===== config.mk =====
export PLATFORM = sky130hd
export DESIGN_NAME = csvg_div
export DESIGN_NICKNAME = d
export VERILOG_FILES = /design/src/design/csvg_div.sv
export SDC_FILE = /design/constraint.sdc
export NUM_CORES = 2
export LEC_CHECK = 0
export CORE_ASPECT_RATIO = 1.4
export CORE_MARGIN = 2
export CORE_UTILIZATION = 40
export DETAILED_ROUTE_END_ITERATION = 8
export DONT_BUFFER_PORTS = 1
export GPL_TIMING_DRIVEN = 0
export PLACE_DENSITY = 0.56
export SLEW_MARGIN = 20
export SYNTH_ARGS = -nofsm -noshare
export SYNTH_HDL_FRONTEND = slang
export SYNTH_SLANG_ARGS = --single-unit

===== constraint.sdc =====
create_clock -name clk -period 6.1 [get_ports clk]
set_input_delay 0.61 -clock clk [delete_from_list [all_inputs] [get_ports clk]]
set_output_delay 0.61 -clock clk [all_outputs]
set_load 0.02 [all_outputs]

===== src/design/csvg_div.sv =====
// Pipelined restoring divider with round-to-nearest, one quotient bit per stage.
module csvg_div #(
  parameter int NUM_W = 40,
  parameter int DEN_W = 25,
  parameter int Q_W   = 17,
  parameter int LAT   = 18
) (
  input  logic             clk,
  input  logic             en,
  input  logic [NUM_W-1:0] num,
  input  logic [DEN_W-1:0] den,
  output logic [Q_W-1:0]   quo
);

  localparam int D_W = ((NUM_W > DEN_W) ? NUM_W : DEN_W) + 1;
  localparam int PAD = LAT - Q_W - 1;

  logic [D_W-1:0]   d_r;
  logic [DEN_W-1:0] den0_r;
  logic [D_W-1:0]   dsh;
  logic [DEN_W-1:0] rem_r [Q_W];
  logic [Q_W-1:0]   low_r [Q_W];
  logic [Q_W-1:0]   q_r   [Q_W];
  logic [DEN_W-1:0] den_r [Q_W];

  always_ff @(posedge clk) begin
    if (en) begin
      d_r    <= D_W'(num) + D_W'(den >> 1);
      den0_r <= den;
    end
  end

  assign dsh = d_r >> Q_W;

  for (genvar k = 0; k < Q_W; k++) begin : g_stage
    logic [DEN_W-1:0] rem_in;
    logic [Q_W-1:0]   low_in;
    logic [Q_W-1:0]   q_in;
    logic [DEN_W-1:0] den_in;
    logic [DEN_W:0]   cand;
    logic [DEN_W:0]   diff;
    logic             ge;

    if (k == 0) begin : g_first
      assign rem_in = dsh[DEN_W-1:0];
      assign low_in = d_r[Q_W-1:0];
      assign q_in   = '0;
      assign den_in = den0_r;
    end else begin : g_next
      assign rem_in = rem_r[k-1];
      assign low_in = low_r[k-1];
      assign q_in   = q_r[k-1];
      assign den_in = den_r[k-1];
    end

    assign cand = {rem_in, low_in[Q_W-1]};
    assign ge   = cand >= {1'b0, den_in};
    assign diff = cand - {1'b0, den_in};

    always_ff @(posedge clk) begin
      if (en) begin
        rem_r[k] <= ge ? diff[DEN_W-1:0] : cand[DEN_W-1:0];
        low_r[k] <= low_in << 1;
        q_r[k]   <= {q_in[Q_W-2:0], ge};
        den_r[k] <= den_in;
      end
    end
  end

  if (PAD > 0) begin : g_pad
    logic [Q_W-1:0] pad_r [PAD];
    always_ff @(posedge clk) begin
      if (en) begin
        pad_r[0] <= q_r[Q_W-1];
        for (int i = 1; i < PAD; i++) begin
          pad_r[i] <= pad_r[i-1];
        end
      end
    end
    assign quo = pad_r[PAD-1];
  end else begin : g_nopad
    assign quo = q_r[Q_W-1];
  end

endmodule


==> results.cfg <==
[sta]
min_period_ns = 5.00
report.final.slew_viol_count = 0
finalSetupViolations = 0
fin_crit_sh_pct = 82.0
holdWs_ns = 0.0732
rsz0062_at_grt = false
clock_skew_ns = 0.0917
worst_pin_slew_ns = 1.29
finalHoldViolations = 0
max_slew_margin_pct = 14.2
max_freq_mhz = 200
setup_tns_ns = 0

[routing]
vias = 39300
route.detailed.drc = 0
first_pass_iters = 5
via_per_inst = 5.24
drtIter0Drc = 1713
wl_per_cell_um = 19.8
final_antenna_net_count = 0
routed_wl_um = 149000

[cells_and_area]
multi_input_comb_area_um2 = 24700
layout-drive-gt1-share_pct = 8.31
area_delta_synth_final_pct = 12.0
fin_nets = 5857
regArea_um2 = 34700
nFillCells = 13952
stdcell_count = 7499

[power_and_ir_drop]
peakVddDrop_v = 0.000273
p_leak_nw = 27.6
cellPowerDensity_nw_per_um2 = 518

[critical_path]
worst-path-max-fanout = 10
critPathCaptureType = flip-flop
worst-r2r-setup-slack_ns = 1.10
r2r_cells = 14
cpPeakStageDelay_ns = 0.70
critPathArrivalTime_ns = 5.45
critical_path_buf_inv_count = 4
crit_path_frequent_cell = a21oi_1
crit_chain = inv_1 > ha_1 > inv_1 > fa_1 > a21oi_1 > o21ai_0 > a21oi_1 > a21oi_1 > a2111oi_2 > nor2_1 > a221oi_1 > buf_2 > buf_2 > o21ai_0
crit_slowest_cell = a221oi_1
critPathTopFamily = compound AO/OA/AOI/OAI gates
start_kind = flip-flop
worst-setup-path-type = reg -> reg
timing.rr.end = rem_r[0][273]
r2r_start = low_r[0][159]
crit_required_ns = 6.54

[synthesis]
ys_top_cells_by_count = 1155 x edfxtp_1, 544 x inv_1, 449 x ha_1, 403 x a21oi_1, 312 x nand2_1
yosys.area.top_type = edfxtp_1
syn-instance-count = 5153
synth_nets = 5686
yosysMostFrequentCell = edfxtp_1
synth_ff_type = edfxtp_1
synth_edf_count = 1155
ys_async_sr_fraction_pct = 0
yosysUniqueCellTypes = 91
yosys_warnings = 0
synthTopCellsByArea = edfxtp_1 56%, ha_1 9.1%, inv_1 3.3%, xnor2_1 3.3%, a21oi_1 3.3%
syn_area_um2 = 61900
syn_area_per_cell_um2 = 12.0
seq_area_frac_synth_pct = 56.1
synth_top_area_share_pct = 56.1
ys_seq_elements = 1155

[die]
rows = 170
coreArea_um2 = 153000
die_w_um = 336
num_io_pins = 84
die_area_um2 = 158000
die_h_um = 469
start_util_pct = 40.3

[grt]
grtUsageTotal_pct = 18.7
grt_pass1_vias = 42208
gr-total-overflow = 0
grt_max_degree = 206
grt_first_pass_wirelength_um = 224000
antenna_found_initial = 5

[clocking]
cts-root-buf = clkbuf_16
clk-insertion-delay-late_ns = 0.80
cts_tree = yes
clk_pin_slew_worst_paths_ns = 0.06
numCtsBuffers = 120
clock_sinks = 1155
clock_path_buffers = 3
htree_levels = 3

[outcome]
status = finished, final reports clean

[run]
drv_cap = 0

[place]
io_buffers = 0
dp_cells = 7227
hpwlAfterDp_um = 115000
gp_congestion = 0.920

[worst_hold_path]
min_path_type = in -> reg
hold_start = num[1]
holdPathStages = 1
whs_endpoint = d_r[1]
==> how the worst max path moves through the flow <==
stage,start,endpoint,slack [ns],cells past startpoint
after floorplan,low_r[0][207],rem_r[0][333],2.78,13
after global placement,rem_r[0][207],rem_r[0][238],1.03,10
after detailed placement,low_r[0][159],rem_r[0][268],1.09,14
after CTS,low_r[0][159],rem_r[0][273],1.01,14
after global routing,low_r[0][159],rem_r[0][273],0.88,14
final,low_r[0][159],rem_r[0][273],1.10,14
==> through the flow <==
step	power, mW	instance area, um^2	utilization [%]	setup WS [ns]
final	35.9	69300	45.2	1.10
after global routing	38.2	69300	45.2	0.885
after CTS	36.2	69300	45.2	1.01
after detailed placement	28.3	64700	42.2	1.09
after global placement	27.9	64400	42.0	1.03
after floorplan	23.6	61900	-	2.78
==> cells in the final DEF, fill, tap and decap left out, drive strengths merged, types with 13 or more instances in the layout <==
cell,instances
nand2,312
xnor2,231
clkbuf,195
and4,13
ha,449
bufinv,22
xor2,141
inv,545
or3,17
o21bai,51
mux2i,16
a21o,180
nor3,43
o31ai,36
edfxtp,1155
nor4,19
clkinv,53
o211ai,20
a211o,19
nor2b,50
fa,17
nand4,63
nand2b,58
or2,15
dlygate4sd3,39
and2,21
a31oi,35
a21oi,405
o21ai,316
nand3,74
a211oi,33
mux2,186
o21a,52
a21boi,16
nor2,267
and3,38
a221oi,18
buf,53
==> flip-flops by register name (all words and copies together) (netlist names) <==
signal	cells
low_r	136
d_r	41
q_r	153
den0_r	25
den_r	400
rem_r	400
==> layout make-up <==
type	instances	area share (%)
multi-input cells	3359	35.7
clock buffers	143	4.46
flip-flops and latches	1155	50.0
repair buffers	49	0.879
diodes	9	0.0325
clock inverters	81	1.56
well taps	2064	3.73
plain buffers	95	0.657
inverters	544	2.95
==> layer usage <==
layer	vias up	global-route usage, %	share of wire, %
li1	19326	-	-
met1	18898	12.6	27
met2	650	41.4	62
met3	426	2.01	2.2
met4	0	15.5	8.9
met5	-	0	0
==> logic make-up (layout without fill, tap and decap cells) <==
kind of cell             after synthesis  in the layout  synth area share [%]
buffers and inverters                639            912                  4.04
other                                  0              9                     0
multiplexers                         202            202                  3.71
AND/OR/NAND/NOR                     1024           1024                  7.98
flip-flops                          1155           1155                  56.1
adder cells (fa/ha/maj)              466            466                  9.63
AO/OA/AOI/OAI                       1295           1295                  13.3
XOR/XNOR                             372            372                  5.27
==> power by group <==
part / internal, mW / switching (mW) / total (mW)
clock: 4.56 / 3.21 / 7.76
combinational: 6.56 / 9.19 / 15.7
sequential: 11.5 / 0.906 / 12.4
total: 22.6 / 13.3 / 35.9
==> what timing repair did <==
action	4_1_cts	5_1_grt
endpoints found under the hold margin	41	0
buffers inserted	0	0
hold buffers	39	0
gates resized for setup	0	0
Note: power is estimated with default switching activity, not from simulation.
