$ cat src/design/csvg_pkg.sv
// Shared types, constants and face geometry for the cube-sphere vertex generator.
package csvg_pkg;

  localparam int FACE_W     = 3;
  localparam int IDX_W      = 8;
  localparam int N_W        = 8;
  localparam int RAD_W      = 16;
  localparam int OUT_W      = 16;
  localparam int ADDR_W     = 3;
  localparam int C_W        = 9;
  localparam int EXT_W      = 12;
  localparam int MAG_W      = 8;
  localparam int S_W        = 2 * C_W;
  localparam int LEN_FRAC   = 16;
  localparam int ROOT_W     = (S_W + 2 * LEN_FRAC) / 2;
  localparam int PROD_W     = MAG_W + RAD_W;
  localparam int POS_NUM_W  = PROD_W + LEN_FRAC;
  localparam int POS_QW     = RAD_W + 1;
  localparam int UV_FRAC    = 15;
  localparam int TEX_NUM_W  = IDX_W + UV_FRAC;
  localparam int TEX_DEN_W  = N_W + 1;
  localparam int TEX_QW     = UV_FRAC + 1;
  localparam int TEX_LAT    = TEX_QW + 1;
  localparam int SQRT_LAT   = ROOT_W;
  localparam int FRONT_LAT  = 2;

  localparam logic [N_W-1:0]   MAX_SUBDIV    = 8'd255;
  localparam logic [N_W-1:0]   SUBDIV_RESET  = 8'd8;
  localparam logic [RAD_W-1:0] RADIUS_RESET  = 16'd256;
  localparam logic [UV_FRAC:0] UV_ONE        = 16'd32768;
  localparam logic [POS_QW-1:0] POS_MAX      = 17'd32767;
  localparam logic [POS_QW-1:0] NEG_MAX      = 17'd32768;
  localparam logic [OUT_W-1:0] SAT_POS       = 16'h7fff;
  localparam logic [OUT_W-1:0] SAT_NEG       = 16'h8000;

  localparam logic REG_SUBDIV = 1'b0;
  localparam logic REG_RADIUS = 1'b1;

  localparam logic [FACE_W-1:0] FACE_PZ = 3'd0;
  localparam logic [FACE_W-1:0] FACE_NZ = 3'd1;
  localparam logic [FACE_W-1:0] FACE_PY = 3'd2;
  localparam logic [FACE_W-1:0] FACE_NY = 3'd3;
  localparam logic [FACE_W-1:0] FACE_PX = 3'd4;
  localparam logic [FACE_W-1:0] FACE_NX = 3'd5;
  localparam logic [FACE_W-1:0] FACE_LAST = FACE_NX;

  typedef logic [1:0] dir_t;
  localparam dir_t DIR_Z = 2'b00;
  localparam dir_t DIR_P = 2'b01;
  localparam dir_t DIR_N = 2'b11;

  // index 0 is x, 1 is y, 2 is z
  typedef struct packed {
    dir_t [2:0] start;
    dir_t [2:0] lat;
    dir_t [2:0] lon;
  } geom_t;

  typedef struct packed {
    logic [S_W-1:0]             s;
    logic [2:0][MAG_W-1:0]      mag;
    logic [2:0]                 neg;
    logic [2:0][PROD_W-1:0]     prod;
    logic                       oor;
    logic [IDX_W-1:0]           col;
    logic [IDX_W-1:0]           row;
    logic [TEX_DEN_W-1:0]       np1;
  } front_t;

  function automatic geom_t face_geom(input logic [FACE_W-1:0] face);
    geom_t g;
    g = '0;
    case (face)
      FACE_PZ: begin
        g.start = {DIR_P, DIR_P, DIR_N};
        g.lat   = {DIR_Z, DIR_Z, DIR_P};
        g.lon   = {DIR_Z, DIR_N, DIR_Z};
      end
      FACE_NZ: begin
        g.start = {DIR_N, DIR_P, DIR_P};
        g.lat   = {DIR_Z, DIR_Z, DIR_N};
        g.lon   = {DIR_Z, DIR_N, DIR_Z};
      end
      FACE_PY: begin
        g.start = {DIR_N, DIR_P, DIR_N};
        g.lat   = {DIR_Z, DIR_Z, DIR_P};
        g.lon   = {DIR_P, DIR_Z, DIR_Z};
      end
      FACE_NY: begin
        g.start = {DIR_N, DIR_N, DIR_P};
        g.lat   = {DIR_Z, DIR_Z, DIR_N};
        g.lon   = {DIR_P, DIR_Z, DIR_Z};
      end
      FACE_PX: begin
        g.start = {DIR_P, DIR_P, DIR_P};
        g.lat   = {DIR_N, DIR_Z, DIR_Z};
        g.lon   = {DIR_Z, DIR_N, DIR_Z};
      end
      FACE_NX: begin
        g.start = {DIR_N, DIR_P, DIR_N};
        g.lat   = {DIR_P, DIR_Z, DIR_Z};
        g.lon   = {DIR_Z, DIR_N, DIR_Z};
      end
      default: g = '0;
    endcase
    return g;
  endfunction

  function automatic logic signed [EXT_W-1:0] apply_dir(input dir_t d,
                                                        input logic [EXT_W-1:0] v);
    logic signed [EXT_W-1:0] r;
    case (d)
      DIR_P:   r = $signed(v);
      DIR_N:   r = -$signed(v);
      default: r = '0;
    endcase
    return r;
  endfunction

endpackage

$ cat src/design/csvg_sqrt.sv
// Pipelined integer square root of the squared length shifted left by 2*LEN_FRAC, one result bit per stage.
module csvg_sqrt (
  input  logic                           clk,
  input  logic                           en,
  input  logic [csvg_pkg::S_W-1:0]       s,
  output logic [csvg_pkg::ROOT_W-1:0]    len
);

  localparam int S_W    = csvg_pkg::S_W;
  localparam int ROOT_W = csvg_pkg::ROOT_W;
  localparam int X_W    = 2 * ROOT_W;
  localparam int REM_W  = ROOT_W + 3;

  logic [S_W-1:0]    s_r    [ROOT_W];
  logic [ROOT_W-1:0] root_r [ROOT_W];
  logic [REM_W-1:0]  rem_r  [ROOT_W];

  for (genvar k = 0; k < ROOT_W; k++) begin : g_stage
    logic [S_W-1:0]    s_in;
    logic [ROOT_W-1:0] root_in;
    logic [REM_W-1:0]  rem_in;
    logic [X_W-1:0]    xw;
    logic [REM_W-1:0]  cand;
    logic [REM_W-1:0]  trial;
    logic              ge;

    if (k == 0) begin : g_first
      assign s_in    = s;
      assign root_in = '0;
      assign rem_in  = '0;
    end else begin : g_next
      assign s_in    = s_r[k-1];
      assign root_in = root_r[k-1];
      assign rem_in  = rem_r[k-1];
    end

    assign xw    = X_W'(s_in) << (2 * csvg_pkg::LEN_FRAC);
    assign cand  = {rem_in[REM_W-3:0], xw[2*(ROOT_W-1-k)+1 -: 2]};
    assign trial = REM_W'({root_in, 2'b01});
    assign ge    = cand >= trial;

    always_ff @(posedge clk) begin
      if (en) begin
        s_r[k]    <= s_in;
        rem_r[k]  <= ge ? (cand - trial) : cand;
        root_r[k] <= {root_in[ROOT_W-2:0], ge};
      end
    end
  end

  assign len = root_r[ROOT_W-1];

endmodule

$ cat config.mk
export PLATFORM = sky130hd
export DESIGN_NAME = csvg_sqrt
export DESIGN_NICKNAME = d
export VERILOG_FILES = /design/src/design/csvg_pkg.sv /design/src/design/csvg_sqrt.sv
export SDC_FILE = /design/constraint.sdc
export NUM_CORES = 2
export LEC_CHECK = 0
export ABC_AREA = 1
export BUFFER_PORTS_ARGS = -buffer_cell sky130_fd_sc_hd__buf_2
export CORE_ASPECT_RATIO = 1.2
export CORE_MARGIN = 2
export CORE_UTILIZATION = 29
export DETAILED_ROUTE_END_ITERATION = 12
export GPL_TIMING_DRIVEN = 0
export PLACE_DENSITY = 0.55
export SLEW_MARGIN = 25
export SYNTH_ARGS = -nofsm -noshare
export SYNTH_HDL_FRONTEND = slang
export SYNTH_SLANG_ARGS = --single-unit
$ cat constraint.sdc
create_clock -name clk -period 2.5 [get_ports clk]
set_input_delay 0.375 -clock clk [delete_from_list [all_inputs] [get_ports clk]]
set_output_delay 0.375 -clock clk [all_outputs]
set_load 0.05 [all_outputs]
==> metrics.txt <==
GPL Wtd Cong=0.938; Boundary Pins=45; leakage power total=33.9 nW; most frequent cells in the layout=2891 x nand2_1, 1531 x inv_1, 971 x edfxtp_1; nets=8828; dpl cell area=68000 um^2; Post-DP HPWL=144000 um; DRT iter0 DRCs=2963; Post-Syn Nets=8606; Worst Path Arrival=2950 ps; total congestion overflow=0; Post-Route Skew=54.5 ps; CTS Buf Count=112; PortBufs=44; min-delay worst type=in -> reg; Total GRT Usage=0.159; syn_area_per_cell=7.75 um^2; Area growth, synth to finish=14.1%; ANT nets after route=0; max cap viols=0; critical path class=reg -> reg; final instance area=72900 um^2; CTS tree=built; peak fanout along the critical path=10; Skew-Pair Late Insertion Delay=780 ps; global-route wire length before repair=281000 um; DR DRC count=0; drt wl/cell=15.8 um; core area=219000 um^2; largest net degree at the start of global routing=132; synthesized flop and latch total=971; crit path launch type=flop; CP Capture Type=flop; worst-case reg-to-reg path depth=9; Reg area=29200 um^2; initial antenna violation count=1; Worst Min Path Start=en; clock sink count=971; Routed WL=181000 um; Worst Hold Depth=1; synth unique cells=52; die width=433 um; Synth Warn #=0; Final setup violation count=0; max-slew violation count=0; multi-input gate area in the final layout=28600 um^2; initial core utilization=0.292; Die Span Y=518 um; sequential-to-total area share from yosys stat=0.456; via/cell ratio=4.52; Hold EP=s_r[0][1]; CP max stage cell=fa_1; final worst path period share=0.977; status=finished clean; Layout fillers=23100; CTS Buffer Depth=3; vias post-DR=52000; Syn Inst Count=8250; Slew HR=0.461; fmax=0.410 GHz; most frequent CP cell=nand3_1; delay-heaviest family, CP=simple AND/OR/NAND/NOR gates; Pwr Total=0.0523 W; FF-to-FF Start=rem_r[2][168]; Final min period=2440 ps; Fin. Hold Viols=0; htree depth=3; Crit path required time=3010 ps; VDD IR-drop max=702 uV; layout cell share with drive strength beyond 1=0.0751; worst slew pin tran=809 ps; Pwr Density=717 nW/um^2; slowest stage delay, CP=440 ps; synthesized cell area=63900 um^2; most common cell after layout, fill and taps aside=nand2_1; FF-to-FF setup slack=60 ps; WP buf/inv=1; worst reg2reg path endpoint=rem_r[2][214]; row count=188; die area=224000 um^2; root buffer cell=clkbuf_16; CP Cell Sequence=ha_1 -> fa_1 -> nand3_1 -> nand3_2 -> nand2_2 -> nand3_4 -> buf_6 -> nand3_1 -> nand2_1; Initial DRT Pass Iterations=5; vias in the first global route=51100; Worst-path clk slew=60 ps
-- repair_timing --
item                                    in CTS  in global routing
gates cloned                                 0                  0
endpoints found under the setup margin     144                369
pin swaps                                    1                 10
setup buffers                               13                 25
resized for setup                           34                 94
hold buffers                                19                  0
hold endpoints to repair                    19                  0
-- cell families after synthesis --
logic type                 count (synthesis)  share of synthesized area
adders and majority gates                336                     0.0675
other                                      1                  0.0000587
AOI/OAI and AO/OA                        504                     0.0442
buffers and inverters                   1639                      0.102
DFF                                      971                      0.456
xor gates and xnor gates                 204                     0.0279
and+or+nand+nor                         4595                      0.302
-- worst max path at each step --
stage	slack, ps	from	end	cells past startpoint
after floorplan	300	rem_r[2][1]	rem_r[2][33]	15
after global placement	-14630	en	root_r[1][201]	1
after detailed placement	-680	en	root_r[1][201]	4
after CTS	2	rem_r[1][197]	rem_r[2][12]	11
after global routing	-20	root_r[1][109]	rem_r[2][144]	14
final	60	rem_r[2][168]	rem_r[2][214]	9
-- power breakdown --
group	total [W]	leakage [nW]	switching, W	internal, W
Combinational	0.0129	23.0	0.00868	0.00422
Clock	0.0177	1.89	0.00729	0.0104
Sequential	0.0217	9.02	0.00144	0.0203
-- worst register-to-register path: stages (launching register included) --
cell      delay, ps
edfxtp_1        420
ha_1            280
fa_1            440
nand3_1         130
nand3_2         140
nand2_2         130
nand3_4         160
buf_6           220
nand3_1         150
nand2_1         110
-- per-stage QoR --
step	utilization	setup slack [ps]	instances	setup TNS (ps)	hold WS, ps
3_5_place_dp	0.311	-683	11200	-243610	405
6_report	0.333	58.3	11500	0	102
5_1_grt	0.333	-18.7	11500	-88.3	121
2_1_floorplan	-	298	8250	0	400
4_1_cts	0.331	1.86	11500	0	69.4
3_3_place_gp	0.310	-14630	11200	-	401
-- final cells by class --
| type | count | area share |
|---|---|---|
| multi-input cells | 5640 | 0.392 |
| well taps | 2945 | 0.0505 |
| plain buffers | 72 | 0.00991 |
| flip-flops and latches | 971 | 0.400 |
| clock buffers | 129 | 0.0393 |
| clock inverters | 80 | 0.0151 |
| repair buffers | 108 | 0.0125 |
| diodes | 1 | 0.0000343 |
| inverters | 1567 | 0.0811 |
-- Yosys cell counts (all sizes together) --
cell / number / area, um^2
a21boi: 5 / 37.5
a21o: 2 / 15.0
a21oi: 286 / 1620
a31o: 1 / 8.76
a31oi: 2 / 12.5
and2: 19 / 119
and3: 7 / 43.8
buf: 71 / 649
clkbuf: 1 / 3.75
conb: 1 / 3.75
edfxtp: 971 / 29200
fa: 15 / 300
ha: 321 / 4020
inv: 1567 / 5900
nand2: 2945 / 11200
nand3: 577 / 3010
nand3b: 72 / 541
nand4: 136 / 857
nor2: 729 / 2900
nor3: 77 / 412
nor3b: 4 / 35.0
nor4: 6 / 37.5
o21a: 1 / 7.51
o21ai: 195 / 1030
o21bai: 10 / 75.1
o31a: 1 / 8.76
o31ai: 1 / 7.51
or2: 23 / 144
xnor2: 103 / 902
xor2: 101 / 885
-- layer usage --
layer	global-route usage	vias up	part of all wire
met5	0	-	0
met4	0.0638	0	0.040
met3	0.0171	330	0.032
met2	0.311	937	0.54
met1	0.171	24000	0.39
li1	-	26700	-
-- registers in the layout, summed over array words and instances (netlist names) --
name,count
s_r,72
rem_r,589
root_r,310
Power figures use the tool's default switching activity.
