File: config.mk
export PLATFORM = sky130hd
export DESIGN_NAME = csvg_front
export DESIGN_NICKNAME = d
export VERILOG_FILES = /design/src/design/csvg_pkg.sv /design/src/design/csvg_front.sv
export SDC_FILE = /design/constraint.sdc
export NUM_CORES = 2
export LEC_CHECK = 0
export ABC_AREA = 1
export BUFFER_PORTS_ARGS = -buffer_cell sky130_fd_sc_hd__buf_2
export CAP_MARGIN = 0
export CORE_AREA = 2 2 345 347
export CTS_CLUSTER_DIAMETER = 200
export DETAILED_ROUTE_END_ITERATION = 10
export DIE_AREA = 0 0 347 349
export PLACE_DENSITY_LB_ADDON = 0.12
export SETUP_SLACK_MARGIN = 0.15
export SLEW_MARGIN = 10
export SYNTH_ARGS = -nofsm -noshare
export SYNTH_HDL_FRONTEND = slang
export SYNTH_SLANG_ARGS = --single-unit
File: constraint.sdc
create_clock -name clk -period 6.37 [get_ports clk]
set_input_delay 1.274 -clock clk [delete_from_list [all_inputs] [get_ports clk]]
set_output_delay 1.274 -clock clk [all_outputs]
set_load 0.05 [all_outputs]
File: src/design/csvg_pkg.sv
// Shared types, constants and face geometry for the cube-sphere vertex generator.
package csvg_pkg;

  localparam int FACE_W     = 3;
  localparam int IDX_W      = 8;
  localparam int N_W        = 8;
  localparam int RAD_W      = 16;
  localparam int OUT_W      = 16;
  localparam int ADDR_W     = 3;
  localparam int C_W        = 9;
  localparam int EXT_W      = 12;
  localparam int MAG_W      = 8;
  localparam int S_W        = 2 * C_W;
  localparam int LEN_FRAC   = 16;
  localparam int ROOT_W     = (S_W + 2 * LEN_FRAC) / 2;
  localparam int PROD_W     = MAG_W + RAD_W;
  localparam int POS_NUM_W  = PROD_W + LEN_FRAC;
  localparam int POS_QW     = RAD_W + 1;
  localparam int UV_FRAC    = 15;
  localparam int TEX_NUM_W  = IDX_W + UV_FRAC;
  localparam int TEX_DEN_W  = N_W + 1;
  localparam int TEX_QW     = UV_FRAC + 1;
  localparam int TEX_LAT    = TEX_QW + 1;
  localparam int SQRT_LAT   = ROOT_W;
  localparam int FRONT_LAT  = 2;

  localparam logic [N_W-1:0]   MAX_SUBDIV    = 8'd255;
  localparam logic [N_W-1:0]   SUBDIV_RESET  = 8'd8;
  localparam logic [RAD_W-1:0] RADIUS_RESET  = 16'd256;
  localparam logic [UV_FRAC:0] UV_ONE        = 16'd32768;
  localparam logic [POS_QW-1:0] POS_MAX      = 17'd32767;
  localparam logic [POS_QW-1:0] NEG_MAX      = 17'd32768;
  localparam logic [OUT_W-1:0] SAT_POS       = 16'h7fff;
  localparam logic [OUT_W-1:0] SAT_NEG       = 16'h8000;

  localparam logic REG_SUBDIV = 1'b0;
  localparam logic REG_RADIUS = 1'b1;

  localparam logic [FACE_W-1:0] FACE_PZ = 3'd0;
  localparam logic [FACE_W-1:0] FACE_NZ = 3'd1;
  localparam logic [FACE_W-1:0] FACE_PY = 3'd2;
  localparam logic [FACE_W-1:0] FACE_NY = 3'd3;
  localparam logic [FACE_W-1:0] FACE_PX = 3'd4;
  localparam logic [FACE_W-1:0] FACE_NX = 3'd5;
  localparam logic [FACE_W-1:0] FACE_LAST = FACE_NX;

  typedef logic [1:0] dir_t;
  localparam dir_t DIR_Z = 2'b00;
  localparam dir_t DIR_P = 2'b01;
  localparam dir_t DIR_N = 2'b11;

  // index 0 is x, 1 is y, 2 is z
  typedef struct packed {
    dir_t [2:0] start;
    dir_t [2:0] lat;
    dir_t [2:0] lon;
  } geom_t;

  typedef struct packed {
    logic [S_W-1:0]             s;
    logic [2:0][MAG_W-1:0]      mag;
    logic [2:0]                 neg;
    logic [2:0][PROD_W-1:0]     prod;
    logic                       oor;
    logic [IDX_W-1:0]           col;
    logic [IDX_W-1:0]           row;
    logic [TEX_DEN_W-1:0]       np1;
  } front_t;

  function automatic geom_t face_geom(input logic [FACE_W-1:0] face);
    geom_t g;
    g = '0;
    case (face)
      FACE_PZ: begin
        g.start = {DIR_P, DIR_P, DIR_N};
        g.lat   = {DIR_Z, DIR_Z, DIR_P};
        g.lon   = {DIR_Z, DIR_N, DIR_Z};
      end
      FACE_NZ: begin
        g.start = {DIR_N, DIR_P, DIR_P};
        g.lat   = {DIR_Z, DIR_Z, DIR_N};
        g.lon   = {DIR_Z, DIR_N, DIR_Z};
      end
      FACE_PY: begin
        g.start = {DIR_N, DIR_P, DIR_N};
        g.lat   = {DIR_Z, DIR_Z, DIR_P};
        g.lon   = {DIR_P, DIR_Z, DIR_Z};
      end
      FACE_NY: begin
        g.start = {DIR_N, DIR_N, DIR_P};
        g.lat   = {DIR_Z, DIR_Z, DIR_N};
        g.lon   = {DIR_P, DIR_Z, DIR_Z};
      end
      FACE_PX: begin
        g.start = {DIR_P, DIR_P, DIR_P};
        g.lat   = {DIR_N, DIR_Z, DIR_Z};
        g.lon   = {DIR_Z, DIR_N, DIR_Z};
      end
      FACE_NX: begin
        g.start = {DIR_N, DIR_P, DIR_N};
        g.lat   = {DIR_P, DIR_Z, DIR_Z};
        g.lon   = {DIR_Z, DIR_N, DIR_Z};
      end
      default: g = '0;
    endcase
    return g;
  endfunction

  function automatic logic signed [EXT_W-1:0] apply_dir(input dir_t d,
                                                        input logic [EXT_W-1:0] v);
    logic signed [EXT_W-1:0] r;
    case (d)
      DIR_P:   r = $signed(v);
      DIR_N:   r = -$signed(v);
      default: r = '0;
    endcase
    return r;
  endfunction

endpackage

File: src/design/csvg_front.sv
// Front stages: face geometry, cube point, squared length, radius product, range check.
module csvg_front (
  input  logic                            clk,
  input  logic                            en,
  input  logic [csvg_pkg::FACE_W-1:0]     face,
  input  logic [csvg_pkg::IDX_W-1:0]      col,
  input  logic [csvg_pkg::IDX_W-1:0]      row,
  input  logic [csvg_pkg::N_W-1:0]        subdiv,
  input  logic [csvg_pkg::RAD_W-1:0]      radius,
  output csvg_pkg::front_t                fr
);

  localparam int EXT_W = csvg_pkg::EXT_W;
  localparam int C_W   = csvg_pkg::C_W;
  localparam int S_W   = csvg_pkg::S_W;

  logic [csvg_pkg::N_W-1:0]           n_eff;
  csvg_pkg::geom_t                    g;
  logic signed [EXT_W-1:0]            c_ext [3];
  logic signed [C_W-1:0]              c_nxt [3];
  logic signed [C_W-1:0]              c_r   [3];
  logic                               oor_nxt;
  logic                               oor_r;
  logic [csvg_pkg::IDX_W-1:0]         col_r;
  logic [csvg_pkg::IDX_W-1:0]         row_r;
  logic [csvg_pkg::N_W-1:0]           n_r;
  csvg_pkg::front_t                   fr_nxt;
  csvg_pkg::front_t                   fr_r;
  logic signed [2*C_W-1:0]            sq [3];
  logic signed [C_W-1:0]              cneg [3];

  always_comb begin
    if (subdiv == '0) begin
      n_eff = csvg_pkg::N_W'(1);
    end else if (subdiv > csvg_pkg::MAX_SUBDIV) begin
      n_eff = csvg_pkg::MAX_SUBDIV;
    end else begin
      n_eff = subdiv;
    end
    g = csvg_pkg::face_geom(face);
    for (int k = 0; k < 3; k++) begin
      c_ext[k] = csvg_pkg::apply_dir(g.start[k], EXT_W'(n_eff))
               + csvg_pkg::apply_dir(g.lat[k], EXT_W'({col, 1'b0}))
               + csvg_pkg::apply_dir(g.lon[k], EXT_W'({row, 1'b0}));
      c_nxt[k] = c_ext[k][C_W-1:0];
    end
    oor_nxt = (face > csvg_pkg::FACE_LAST) || (col > n_eff) || (row > n_eff);
  end

  always_ff @(posedge clk) begin
    if (en) begin
      for (int k = 0; k < 3; k++) begin
        c_r[k] <= c_nxt[k];
      end
      oor_r <= oor_nxt;
      col_r <= col;
      row_r <= row;
      n_r   <= n_eff;
    end
  end

  always_comb begin
    fr_nxt = '0;
    for (int k = 0; k < 3; k++) begin
      sq[k]          = (2*C_W)'(c_r[k]) * (2*C_W)'(c_r[k]);
      cneg[k]        = -c_r[k];
      fr_nxt.neg[k]  = c_r[k][C_W-1];
      fr_nxt.mag[k]  = c_r[k][C_W-1] ? cneg[k][csvg_pkg::MAG_W-1:0]
                                     : c_r[k][csvg_pkg::MAG_W-1:0];
      fr_nxt.prod[k] = csvg_pkg::PROD_W'(fr_nxt.mag[k]) * csvg_pkg::PROD_W'(radius);
    end
    fr_nxt.s   = S_W'(unsigned'(sq[0])) + S_W'(unsigned'(sq[1]))
               + S_W'(unsigned'(sq[2]));
    fr_nxt.oor = oor_r;
    fr_nxt.col = col_r;
    fr_nxt.row = row_r;
    fr_nxt.np1 = csvg_pkg::TEX_DEN_W'(n_r) + csvg_pkg::TEX_DEN_W'(1);
  end

  always_ff @(posedge clk) begin
    if (en) begin
      fr_r <= fr_nxt;
    end
  end

  assign fr = fr_r;

endmodule

==> results_dict.tcl <==
set metrics [dict create \
    cts_buffer_depth 2 \
    synth_cells 3290 \
    hold_viol 0 \
    synthTopCellsByArea "fa_1, edfxtp_1, ha_1" \
    slew_viol_final 0 \
    yosysWarnings 0 \
    ys_seq_area_share_pct 19.32 \
    synth_top_cell_by_area "fa_1" \
    drive_above_1_share_pct 14.70 \
    die_area_um2 121100 \
    synth-seq-cells 188 \
    holdWs_ps 426.5 \
    num-fill-cells 12660 \
    arrival_ps 6580 \
    yosys.cell_types.count 51 \
    fin_skew_ps 13.78 \
    tritoncts "built" \
    hold_class "reg2reg" \
    gr-total-overflow 0 \
    worstMarginPinSlew_ps 865.6 \
    grt_use_total_pct 16.11 \
    synthArstFlopShare_pct 0 \
    vias_per_cell 4.295 \
    core_area_um2 117500 \
    regToRegEndpoint "fr[140]" \
    clkLatencyLatePin_ps 540 \
    die_y_um 349 \
    multiInputGateArea_um2 20430 \
    ant_nets 0 \
    globalplace.congestion 0.8736 \
    synth-edff-count 188 \
    setup_violations 0 \
    place_area_um2 32890 \
    mostFrequentLayoutCell "inv_1" \
    cts_inserted_buffers 17 \
    hold_start "col_r[2]" \
    fin_crit_sh_pct 98.86 \
    syn2layout_area_growth_pct 16.98 \
    final_cell_area_um2 34180 \
    rsz0062_at_grt "yes" \
    synth_flop_cell "edfxtp_1" \
    syn_area_um2 29220 \
    initial_core_util_pct 24.88 \
    hpwl_um 80120 \
    wirelength_um 94510 \
    crit_start "c_r[0][18]" \
    r2r_start "c_r[0][18]" \
    fp.dieW_um 347 \
    grt_pass1_vias 23440 \
    fin_nets 4390 \
    grt_max_degree 133 \
    wire_per_inst_um 18.43 \
    startpoint_type "register" \
    cp.required_ps 6650 \
    root_buffer "clkbuf_16" \
    r2r_slack_ps 70 \
    rows 126 \
    cts.sinks 188 \
    seq_area_um2 5645 \
    port_buffers 187 \
    r2r_cells 25 \
    max_freq_ghz 0.1588 \
    whs_endpoint "fr[19]" \
    end_kind "register" \
    drcViolationCount 0 \
    antenna_found_initial 5 \
    status "finished, final reports clean" \
    yosys.area.top_type_share_pct 33.57 \
    critPathKind "reg2reg" \
    syn_nets 4100 \
    hold_depth 0 \
    path_max_fanout 5 \
    first_pass_iters 5 \
    layout_common_cells "inv_1, nand2_1, fa_1" \
    io_pins 188 \
    relSlewSlack_pct 42.29 \
    layout_min_cycle_time_ps 6297 \
    clk_pin_slew_worst_paths_ps 90 \
    cts_max_level 4 \
    avgSynthCellArea_um2 8.881 \
    grt_pass1_wl_um 145900 \
    dr.first_iter.drc_count 1172 \
    diodes 0 \
    vias 22030 \
    drv_cap 0 \
]
[per-stage QoR]
step	utilization [%]	setup TNS (ps)	cells	setup slack, ps
detailed placement	28.00	-141.9	5068	-76.83
global placement	28.00	-38.71	5068	-38.71
global route	29.10	-770.1	5129	-166.9
CTS	28.85	0	5124	40.37
finish	29.10	0	5129	72.59
floorplan	-	0	3290	59.48
[sequential cells by signal, summed over array words and instances (netlist names)]
signal and cells:
row_r 8, col_r 8, oor_r 1, n_r 8, fr 138, c_r 25
[critical path, cell delays in order, from the launching register on]
cell and delay, ps:
edfxtp_1 460, buf_6 150, buf_16 120, nand2_8 60, fa_1 490, inv_1 50, fa_1 510, inv_2 40
fa_1 460, fa_1 490, inv_1 50, fa_1 500, fa_1 430, fa_1 490, inv_1 50, fa_1 520
inv_2 60, ha_4 240, buf_6 110, nand2_4 60, nor2_2 30, nand2_1 70, nand3_2 110, a21oi_4 240
o21bai_1 120, xor2_1 150
[synth_stat cells, types with 3 or more instances]
cell type / number
xor2_1: 86
fa_1: 490
inv_2: 18
nor4_1: 8
a21o_1: 8
nor3_2: 5
nor3_1: 13
ha_1: 275
edfxtp_1: 188
o21ai_2: 6
inv_1: 805
nor2_1: 332
clkbuf_1: 53
or2_2: 5
nand3_1: 81
or2_1: 8
a31oi_1: 5
o22ai_1: 24
a21oi_1: 128
clkinv_1: 9
buf_4: 6
nor2_2: 3
buf_2: 25
o21bai_1: 6
o21ai_1: 14
nor2_4: 4
buf_1: 4
nand4_1: 20
o21ai_0: 69
nand2_1: 522
xnor2_1: 43
nand2_2: 4
[metal layers]
layer	up-vias	wire, µm	track usage [%]
li1	10540	-	-
met1	11020	46420	23.11
met2	393	42000	24.89
met3	68	4207	2.901
met4	4	1860	4.144
met5	-	22	0
[worst max-delay path by stage]
stage / slack [ps] / endpoint
global route: -170 / fr[140]
CTS: 40 / fr[139]
detailed placement: -80 / fr[142]
global placement: -40 / fr[142]
finish: 70 / fr[140]
floorplan: 60 / fr[142]
[logic make-up after synthesis]
family	Yosys count	synth area share, %
AO/OA/AOI/OAI	272	5.199
XOR/XNOR	129	3.867
adder cells (fa/ha/maj)	765	45.35
buffers and inverters	922	12.05
flip-flops	188	19.32
other	1	0.01283
AND/OR/NAND/NOR	1013	14.20
[layout make-up]
class | instances | area share, %
clock buffer | 17 | 1.245
multi-input combinational | 2180 | 59.78
inverter | 834 | 9.181
clock inverter | 15 | 0.7029
timing repair buffer | 359 | 6.948
tap | 1536 | 5.623
sequential | 188 | 16.52
[what timing repair did]
action                     in CTS  in global routing
cloned                          1                  0
setup endpoints to repair       6                 40
setup buffers                  23                  5
hold buffers                    0                  0
pin swaps                      25                 27
resized for setup              34                 70
Power is left out: the tool's default activity adds up to more than one toggle a clock period on the data nets, which glitch-free logic cannot reach.
