[src/design/csvg_dly.sv]
// Stall-aware delay line that keeps side data aligned with the arithmetic stages.
module csvg_dly #(
  parameter int W     = 8,
  parameter int DEPTH = 4
) (
  input  logic         clk,
  input  logic         en,
  input  logic [W-1:0] d,
  output logic [W-1:0] q
);

  logic [W-1:0] tap_r [DEPTH];

  always_ff @(posedge clk) begin
    if (en) begin
      tap_r[0] <= d;
      for (int i = 1; i < DEPTH; i++) begin
        tap_r[i] <= tap_r[i-1];
      end
    end
  end

  assign q = tap_r[DEPTH-1];

endmodule

[config.mk]
export PLATFORM = sky130hd
export DESIGN_NAME = csvg_dly
export DESIGN_NICKNAME = d
export VERILOG_FILES = /design/src/design/csvg_dly.sv
export SDC_FILE = /design/constraint.sdc
export NUM_CORES = 1
export LEC_CHECK = 0
export BUFFER_PORTS_ARGS = -buffer_cell sky130_fd_sc_hd__buf_2
export CAP_MARGIN = 0
export CORE_ASPECT_RATIO = 0.75
export CORE_MARGIN = 2
export CORE_UTILIZATION = 51
export CTS_CLUSTER_DIAMETER = 50
export DETAILED_ROUTE_END_ITERATION = 7
export GPL_TIMING_DRIVEN = 0
export PLACE_DENSITY = 0.74
export SYNTH_ARGS = -nofsm -noshare
export SYNTH_HDL_FRONTEND = slang
export SYNTH_SLANG_ARGS = --single-unit
export TNS_END_PERCENT = 1
[constraint.sdc]
create_clock -name clk -period 0.8 [get_ports clk]
set_input_delay 0.16 -clock clk [delete_from_list [all_inputs] [get_ports clk]]
set_output_delay 0.16 -clock clk [all_outputs]
set_load 0.1 [all_outputs]
==> flow_metrics.env, run 1 <==
export IMPL_swShare=0.213
export IMPL_vias_per_cell=4.42
export IMPL_netlist_area_leader_share=1.00
export IMPL_hold_path_depth=1
export IMPL_slew_viol_final=0
export IMPL_first_iter_violations=16
export IMPL_synth_enable_flop_cells=32
export IMPL_syn_inst=32
export IMPL_dieWidth_microns=54.1
export IMPL_synth_compound_area_share=0
export IMPL_antenna_found_initial=0
export IMPL_finalHoldViolCount=0
export IMPL_power_internal_w=0.00270
export IMPL_leakage_nw=0.459
export IMPL_critPathBufInv=1
export IMPL_routabilityCongestion=0.599
export IMPL_synth_seq_cells=32
export IMPL_routedWlPerCell_microns=10.6
export IMPL_n_antenna_cell=0
export IMPL_top_register="tap_r"
export IMPL_crit_arrival_ps=910
export IMPL_netlist_area_sq_um=961
export IMPL_tightest_slew_ps=652
export IMPL_grt_first_pass_wirelength_microns=1460
export IMPL_synthFlopType="edfxtp_1"
export IMPL_rows=13
export IMPL_combPwrFrac=0.082
export IMPL_min_path_type="in -> reg"
export IMPL_num_vias=371
export IMPL_place_ws_ps=-262
export IMPL_syn_nets=42
export IMPL_globalRouteOverflowTotal=0
export IMPL_relSlewSlack=0.565
export IMPL_fillers=109
export IMPL_synthToLayoutAreaGrowth_pct=30.5
export IMPL_fp_dieArea_sq_um=2250
export IMPL_io_pins=18
export IMPL_cts_sinks=32
export IMPL_setup_tns_ps=-2080
export IMPL_worstPathMaxFanout=1
export IMPL_status="finished with violations"
export IMPL_async_reset_ff_frac=0
export IMPL_ir_drop_uv=1790
export IMPL_core_area_sq_um=1760
export IMPL_finalCritPeriodShare=1.34
export IMPL_switchingPower_w=0.000732
export IMPL_firstDrtPassIters=4
export IMPL_layout_setup_ws_ps=-268
export IMPL_grtUsageTotal=0.103
export IMPL_fmax_mhz=936
export IMPL_startpoint_type="flop"
export IMPL_final_util=0.714
export IMPL_critPathMaxStageDelay_ps=390
export IMPL_portBuffers=17
export IMPL_path_clk_slew_ps=90
export IMPL_multi_input_area_sq_um=0
export IMPL_cts_max_level=2
export IMPL_yosys_area_share_simple=0
export IMPL_muxShareOfSynthArea=0
export IMPL_crit_family="flip-flops"
export IMPL_ys_seq_area_frac=1.00
export IMPL_path_cells="buf_6"
export IMPL_multi_input_cells=0
export IMPL_synth_xor_area_frac=0
export IMPL_start_util=0.547
export IMPL_cts_buffer_depth=2
export IMPL_yosys_top_cells_area="edfxtp_1 100%"
export IMPL_yosys_warnings=0
export IMPL_drive_gt1_frac=0.403
export IMPL_syn_avg_cell_area_sq_um=30.0
export IMPL_cts_tree="built"
export IMPL_fin_cells=84
export IMPL_cts_setup_buffers=0
export IMPL_hold_slack_ps=16.0
export IMPL_synth_largest_area_cell="edfxtp_1"
export IMPL_slowest_stage="edfxtp_1"
export IMPL_synth_fa_ha_area_frac=0
export IMPL_ys_top_cells_by_count="32 x edfxtp_1"
export IMPL_required_ps=640
export IMPL_violations="setup timing"
export IMPL_cts_buffers=5
export IMPL_cts_root_buffer="clkbuf_4"
export IMPL_clockPowerShare=0.335
export IMPL_grt_pass1_vias=339
export IMPL_die_h_microns=41.6
export IMPL_maxCapViolations=0
export IMPL_nets=71
export IMPL_ys_types=1
export IMPL_r2r_slack_ps=170
export IMPL_setup_viol_count_final=8
export IMPL_skew_ps=2.89
export IMPL_drc=0
export IMPL_end_kind="output port"
export IMPL_largest_register_ffs=32
export IMPL_seq_power_share=0.583
export IMPL_min_period_ps=1070
export IMPL_reg2regPathDepth=0
export IMPL_path_depth=1
export IMPL_rsz0062_at_grt="true"
export IMPL_p_per_area_nw_per_um2=2740
export IMPL_clk_latency_ps=310
export IMPL_grt_max_degree=33
export IMPL_postRouteAntennaNets=0
export IMPL_ff_latch_area_sq_um=961
export IMPL_drt_total_wl_microns=891
export IMPL_top_regs="tap_r: 32 flops"
export IMPL_yosysMostFrequentCell="edfxtp_1"
export IMPL_dpl_cell_count=71
export IMPL_path_class="reg -> out"
## cell families after synthesis
group and Yosys count:
flip-flops 32
## final cells by class
type / instances / area share
clock inverters: 3 / 0.0339
clock buffers: 5 / 0.0299
flip-flops and latches: 32 / 0.766
well taps: 22 / 0.0220
repair buffers: 22 / 0.148
## stage by stage
step           total power, W  instance area (sq um)
2_1_floorplan         0.00220                    961
3_3_place_gp          0.00226                   1070
3_5_place_dp          0.00227                   1070
4_1_cts               0.00347                   1220
5_1_grt               0.00359                   1250
6_report              0.00343                   1250
## worst paths after layout
check | from | endpoint
max | tap_r[3][6] | q[6]
min | d[4] | tap_r[0][4]
max reg2reg | tap_r[1][0] | tap_r[2][0]
min reg2reg | tap_r[0][0] | tap_r[1][0]
## power by group through the flow
stage / Sequential [W] / Clock [W] / Combinational (W)
after floorplan: 0.00220 / 0 / 0
after global placement: 0.00203 / 0 / 0.000233
after detailed placement: 0.00204 / 0 / 0.000236
after CTS: 0.00200 / 0.00120 / 0.000271
after global routing: 0.00201 / 0.00128 / 0.000295
final: 0.00200 / 0.00115 / 0.000281
## cells in the final DEF (no fill, tap or decap), drive strengths merged
cell / n
buf: 17
bufinv: 1
clkbuf: 5
clkinv: 1
clkinvlp: 1
dlygate4sd3: 5
edfxtp: 32
## timing repair
item                                    4_1_cts  5_1_grt
pin swaps                                     0        0
gates cloned                                  0        0
endpoints found under the setup margin        8        8
hold buffers                                  2        3
resized for setup                            16        0
hold endpoints to repair                      2        3
## metal layers
metal / vias to the layer above / GRT usage / wire length, microns
li1: 187 / - / -
met1: 158 / 0.122 / 379
met2: 23 / 0.125 / 389
met3: 3 / 0.0971 / 101
met4: 0 / 0.0450 / 20
met5: - / 0 / 0
Power figures use the tool's default switching activity.
==> run 2: changes to the inputs <==
Settings changed: ABC_AREA set to 1, CORE_UTILIZATION 51 to 55, PLACE_DENSITY 0.74 to 0.79.
Clock period 0.8 ns to 1.25 ns, I/O delays scaled along.
==> run 2 against run 1 <==
Clock power shrank 60%; utilization fell by 4.1 points; sequential share of layout area rose by 7.7 points; via count fell by 5.4%; clock-buffer cell count did not move; first-iteration DRC count decreased by 50%; sequential power down 36%; register-to-register slack better by 440 ps; hold slack better by 100 ps; the flow now finishes without violations; critical path depth is the same.
==> flow_metrics.env, run 2 (synthesis gave the netlist of run 1 again) <==
export IMPL_min_delay_start="d[0]"
export IMPL_switchingPower_w=0.000416
export IMPL_ff_latch_area_sq_um=961
export IMPL_ctsHoldBuffers=0
export IMPL_setup_tns_ps=0
export IMPL_cts_buffers=5
export IMPL_drc=0
export IMPL_r2r_end="tap_r[3][2]"
export IMPL_skew_ps=4.06
export IMPL_vias_per_cell=4.50
export IMPL_grt_max_degree=33
export IMPL_nets=66
export IMPL_grt_first_pass_wirelength_microns=1120
export IMPL_cts_root_buffer="clkbuf_4"
export IMPL_cts_tree="built"
export IMPL_end_kind="output port"
export IMPL_drt_total_wl_microns=850
export IMPL_finalHoldViolCount=0
export IMPL_r2r_start="tap_r[2][2]"
export IMPL_io_pins=18
export IMPL_postRouteAntennaNets=0
export IMPL_leakage_nw=0.413
export IMPL_num_vias=351
export IMPL_p_per_area_nw_per_um2=1670
export IMPL_rows=13
export IMPL_rsz0062_at_grt="false"
export IMPL_cts_buffer_depth=2
export IMPL_slew_viol_final=0
export IMPL_final_cell_mix="32 x edfxtp_1, 9 x buf_2, 8 x buf_4"
export IMPL_clockPowerShare=0.245
export IMPL_largest_register_ffs=32
export IMPL_final_util=0.673
export IMPL_cts_sinks=32
export IMPL_final_common_cell="edfxtp_1"
export IMPL_fillers=115
export IMPL_top_regs="tap_r: 32 flops"
export IMPL_drive_gt1_frac=0.393
export IMPL_top_register="tap_r"
export IMPL_first_iter_violations=8
export IMPL_critPathMaxStageDelay_ps=330
export IMPL_min_path_type="in -> reg"
export IMPL_portBuffers=17
export IMPL_status="complete, no violations"
export IMPL_routabilityCongestion=0.569
export IMPL_multi_input_cells=0
export IMPL_path_clk_slew_ps=80
export IMPL_clk_latency_ps=300
export IMPL_required_ps=1000
export IMPL_min_period_ps=1160
export IMPL_firstDrtPassIters=3
export IMPL_grt_pass1_vias=272
export IMPL_slowest_stage="edfxtp_1"
export IMPL_hold_path_depth=1
export IMPL_multi_input_area_sq_um=0
export IMPL_place_hpwl_microns=512
export IMPL_core_area_sq_um=1690
export IMPL_path_class="reg -> out"
export IMPL_maxCapViolations=0
export IMPL_startpoint_type="flop"
export IMPL_fp_dieArea_sq_um=2100
export IMPL_power_internal_w=0.00149
export IMPL_path_cells="buf_4"
export IMPL_die_h_microns=40.2
export IMPL_seq_power_share=0.672
export IMPL_r2r_slack_ps=610
export IMPL_ir_drop_uv=1020
export IMPL_n_antenna_cell=0
export IMPL_grtUsageTotal=0.0915
export IMPL_fmax_mhz=859
export IMPL_crit_arrival_ps=910
export IMPL_crit_family="flip-flops"
export IMPL_dieWidth_microns=52.3
export IMPL_swShare=0.219
export IMPL_routedWlPerCell_microns=10.9
export IMPL_synthToLayoutAreaGrowth_pct=18.5
export IMPL_dpl_cell_count=71
export IMPL_antenna_found_initial=0
export IMPL_globalRouteOverflowTotal=0
export IMPL_setup_viol_count_final=0
export IMPL_cts_max_level=2
export IMPL_relSlewSlack=0.568
export IMPL_reg2regPathDepth=0
export IMPL_combPwrFrac=0.084
export IMPL_worstPathMaxFanout=1
export IMPL_hold_end="tap_r[0][0]"
export IMPL_start_util=0.568
export IMPL_critPathBufInv=1
export IMPL_tightest_slew_ps=648
export IMPL_fin_cells=78
export IMPL_finalCritPeriodShare=0.931
-- run 2: cell types whose count changed in the layout (fill, tap and decap cells not counted), sizes merged --
cell | before | now
clkinv | 1 | 2
dlygate4sd3 | 5 | 0
bufinv | 1 | 0
clkinvlp | 1 | 0
-- run 2: routing by layer --
layer  GRT usage  part of all wire
met5           0                 0
met2       0.117              0.46
met1       0.102              0.43
met3      0.0672              0.11
met4      0.0769                 0
-- run 2: repair_timing --
action                     in CTS  in global routing
setup endpoints to repair       8                  0
buffers inserted                0                  0
resized for setup               8                  0
-- run 2: worst max-delay path by stage --
stage | from | to | slack, ps | depth (start not counted)
6_report | tap_r[3][3] | q[3] | 90 | 1
5_1_grt | tap_r[3][3] | q[3] | 40 | 1
4_1_cts | tap_r[3][3] | q[3] | 60 | 1
3_5_place_dp | en | tap_r[0][3] | 100 | 1
3_3_place_gp | en | tap_r[0][1] | 130 | 1
2_1_floorplan | tap_r[3][0] | q[0] | 100 | 0
-- run 2: area by class of cell --
type / instances / area share
sequential: 32 / 0.844
timing repair buffer: 17 / 0.0923
tap: 22 / 0.0242
clock inverter: 2 / 0.00659
clock buffer: 5 / 0.0330
-- run 2: power by group through the flow --
stage / registers [W] / clock network (W) / logic [W]
detailed placement: 0.00130 / 0 / 0.000151
global placement: 0.00130 / 0 / 0.000149
floorplan: 0.00141 / 0 / 0
CTS: 0.00128 / 0.000492 / 0.000160
finish: 0.00128 / 0.000465 / 0.000159
global route: 0.00128 / 0.000529 / 0.000165
-- run 2: stage by stage --
step	power, W	area [sq um]	setup WS [ps]	hold WS (ps)
finish	0.00190	1140	85.7	119
global route	0.00198	1140	43.8	96.4
CTS	0.00193	1140	60.6	104
detailed placement	0.00145	1070	97.3	405
global placement	0.00145	1070	126	401
floorplan	0.00141	961	96.0	349
==> run 3: changes to the inputs <==
Settings changed: CELL_PAD_IN_SITES_DETAIL_PLACEMENT set to 0, CELL_PAD_IN_SITES_GLOBAL_PLACEMENT set to 2, CORE_UTILIZATION 55 to 43, PLACE_DENSITY 0.79 to unset, PLACE_DENSITY_LB_ADDON set to 0.1.
==> run 3 against run 2 <==
The run now ends with DRC left; hold slack worse by 4.5 ps; non-clock buffer count is the same; via count increased by 3.4%; register-to-register slack about the same; sequential share of layout area down 0.46 points; total power rose by 1.8%; critical path type unchanged; critical endpoint is now q[5].
==> flow_metrics.env, run 3 (synthesis gave the netlist of run 1 again) <==
export IMPL_min_path_type="in -> reg"
export IMPL_p_per_area_nw_per_um2=1690
export IMPL_cts_buffers=5
export IMPL_setup_viol_count_final=0
export IMPL_leakage_nw=0.414
export IMPL_end_kind="output port"
export IMPL_io_pins=18
export IMPL_fillers=172
export IMPL_cts_tree="built"
export IMPL_rows=14
export IMPL_final_cell_mix="32 x edfxtp_1, 9 x buf_2, 8 x buf_4"
export IMPL_drive_gt1_frac=0.386
export IMPL_slowest_stage="edfxtp_1"
export IMPL_min_delay_start="d[0]"
export IMPL_first_iter_violations=15
export IMPL_cts_sinks=32
export IMPL_top_regs="tap_r: 32 flops"
export IMPL_clk_latency_ps=300
export IMPL_final_common_cell="edfxtp_1"
export IMPL_setup_tns_ps=0
export IMPL_die_h_microns=44.9
export IMPL_routabilityCongestion=0.557
export IMPL_cts_max_level=2
export IMPL_nets=66
export IMPL_vias_per_cell=4.48
export IMPL_largest_register_ffs=32
export IMPL_synthToLayoutAreaGrowth_pct=19.1
export IMPL_status="finished with violations"
export IMPL_portBuffers=17
export IMPL_num_vias=363
export IMPL_ff_latch_area_sq_um=961
export IMPL_skew_ps=7.13
export IMPL_antenna_found_initial=0
export IMPL_tightest_slew_ps=643
export IMPL_top_register="tap_r"
export IMPL_required_ps=1000
export IMPL_grt_first_pass_wirelength_microns=1410
export IMPL_cts_root_buffer="clkbuf_4"
export IMPL_grt_pass1_vias=333
export IMPL_path_cells="buf_4"
export IMPL_finalPower_w=0.00194
export IMPL_hold_slack_ps=114
export IMPL_multi_input_area_sq_um=0
export IMPL_fp_dieArea_sq_um=2630
export IMPL_core_area_sq_um=2070
export IMPL_maxCapViolations=0
export IMPL_n_antenna_cell=0
export IMPL_dieWidth_microns=58.6
export IMPL_ctsHoldBuffers=0
export IMPL_startpoint_type="flop"
export IMPL_crit_arrival_ps=940
export IMPL_crit_path_start="tap_r[3][5]"
export IMPL_min_period_ps=1190
export IMPL_finalCritPeriodShare=0.949
export IMPL_grtUsageTotal=0.0839
export IMPL_critPathBufInv=1
export IMPL_firstDrtPassIters=7
export IMPL_rsz0062_at_grt="false"
export IMPL_start_util=0.465
export IMPL_relSlewSlack=0.572
export IMPL_routedWlPerCell_microns=11.3
export IMPL_drc=1
export IMPL_globalRouteOverflowTotal=0
export IMPL_path_clk_slew_ps=80
export IMPL_slew_viol_final=0
export IMPL_worstPathMaxFanout=1
export IMPL_postRouteAntennaNets=0
export IMPL_crit_family="flip-flops"
export IMPL_path_class="reg -> out"
export IMPL_violations="DRC"
export IMPL_critPathMaxStageDelay_ps=340
export IMPL_r2r_start="tap_r[1][4]"
export IMPL_cts_buffer_depth=2
export IMPL_finalHoldViolCount=0
export IMPL_multi_input_cells=0
export IMPL_grt_max_degree=33
export IMPL_fmax_mhz=843
export IMPL_ir_drop_uv=834
export IMPL_drt_total_wl_microns=919
==> run 3: layout make-up <==
type                  instances  area share
clock inverter                1     0.00328
timing repair buffer         17      0.0918
clock buffer                  7      0.0393
tap                          24      0.0262
sequential                   32       0.839
==> run 3: path summary, 6_finish.rpt <==
| check | endpoint | slack [ps] | depth (start not counted) |
|---|---|---|---|
| hold / removal | tap_r[0][0] | 110 | 1 |
| setup / recovery | q[5] | 60 | 1 |
| setup reg to reg | tap_r[2][4] | 610 | 0 |
| hold reg to reg | tap_r[2][0] | 420 | 0 |
==> run 3: per-layer routing <==
metal / up-vias / wire length, microns / global-route usage
met4: 0 / 0 / 0.0273
met1: 161 / 374 / 0.0944
met2: 22 / 423 / 0.110
met3: 0 / 121 / 0.0831
li1: 180 / - / -
met5: - / 0 / 0
==> run 3: repair_timing <==
item	4_1_cts	5_1_grt
resized for setup	8	0
setup buffers	0	0
setup endpoints to repair	8	0
==> run 3: power by group <==
part | internal (W) | total (W) | switching (W)
Clock | 0.000216 | 0.000498 | 0.000283
Combinational | 0.0000274 | 0.000159 | 0.000132
Sequential | 0.00126 | 0.00128 | 0.0000167
==> run 3: per-stage QoR <==
stage	utilization	instances	cell area [sq um]	setup WS (ps)
after floorplan	-	32	961	96.0
after global placement	0.521	73	1080	145
after detailed placement	0.521	73	1080	93.6
after CTS	0.554	81	1140	39.0
after global routing	0.554	81	1140	16.8
final	0.554	81	1140	64.4
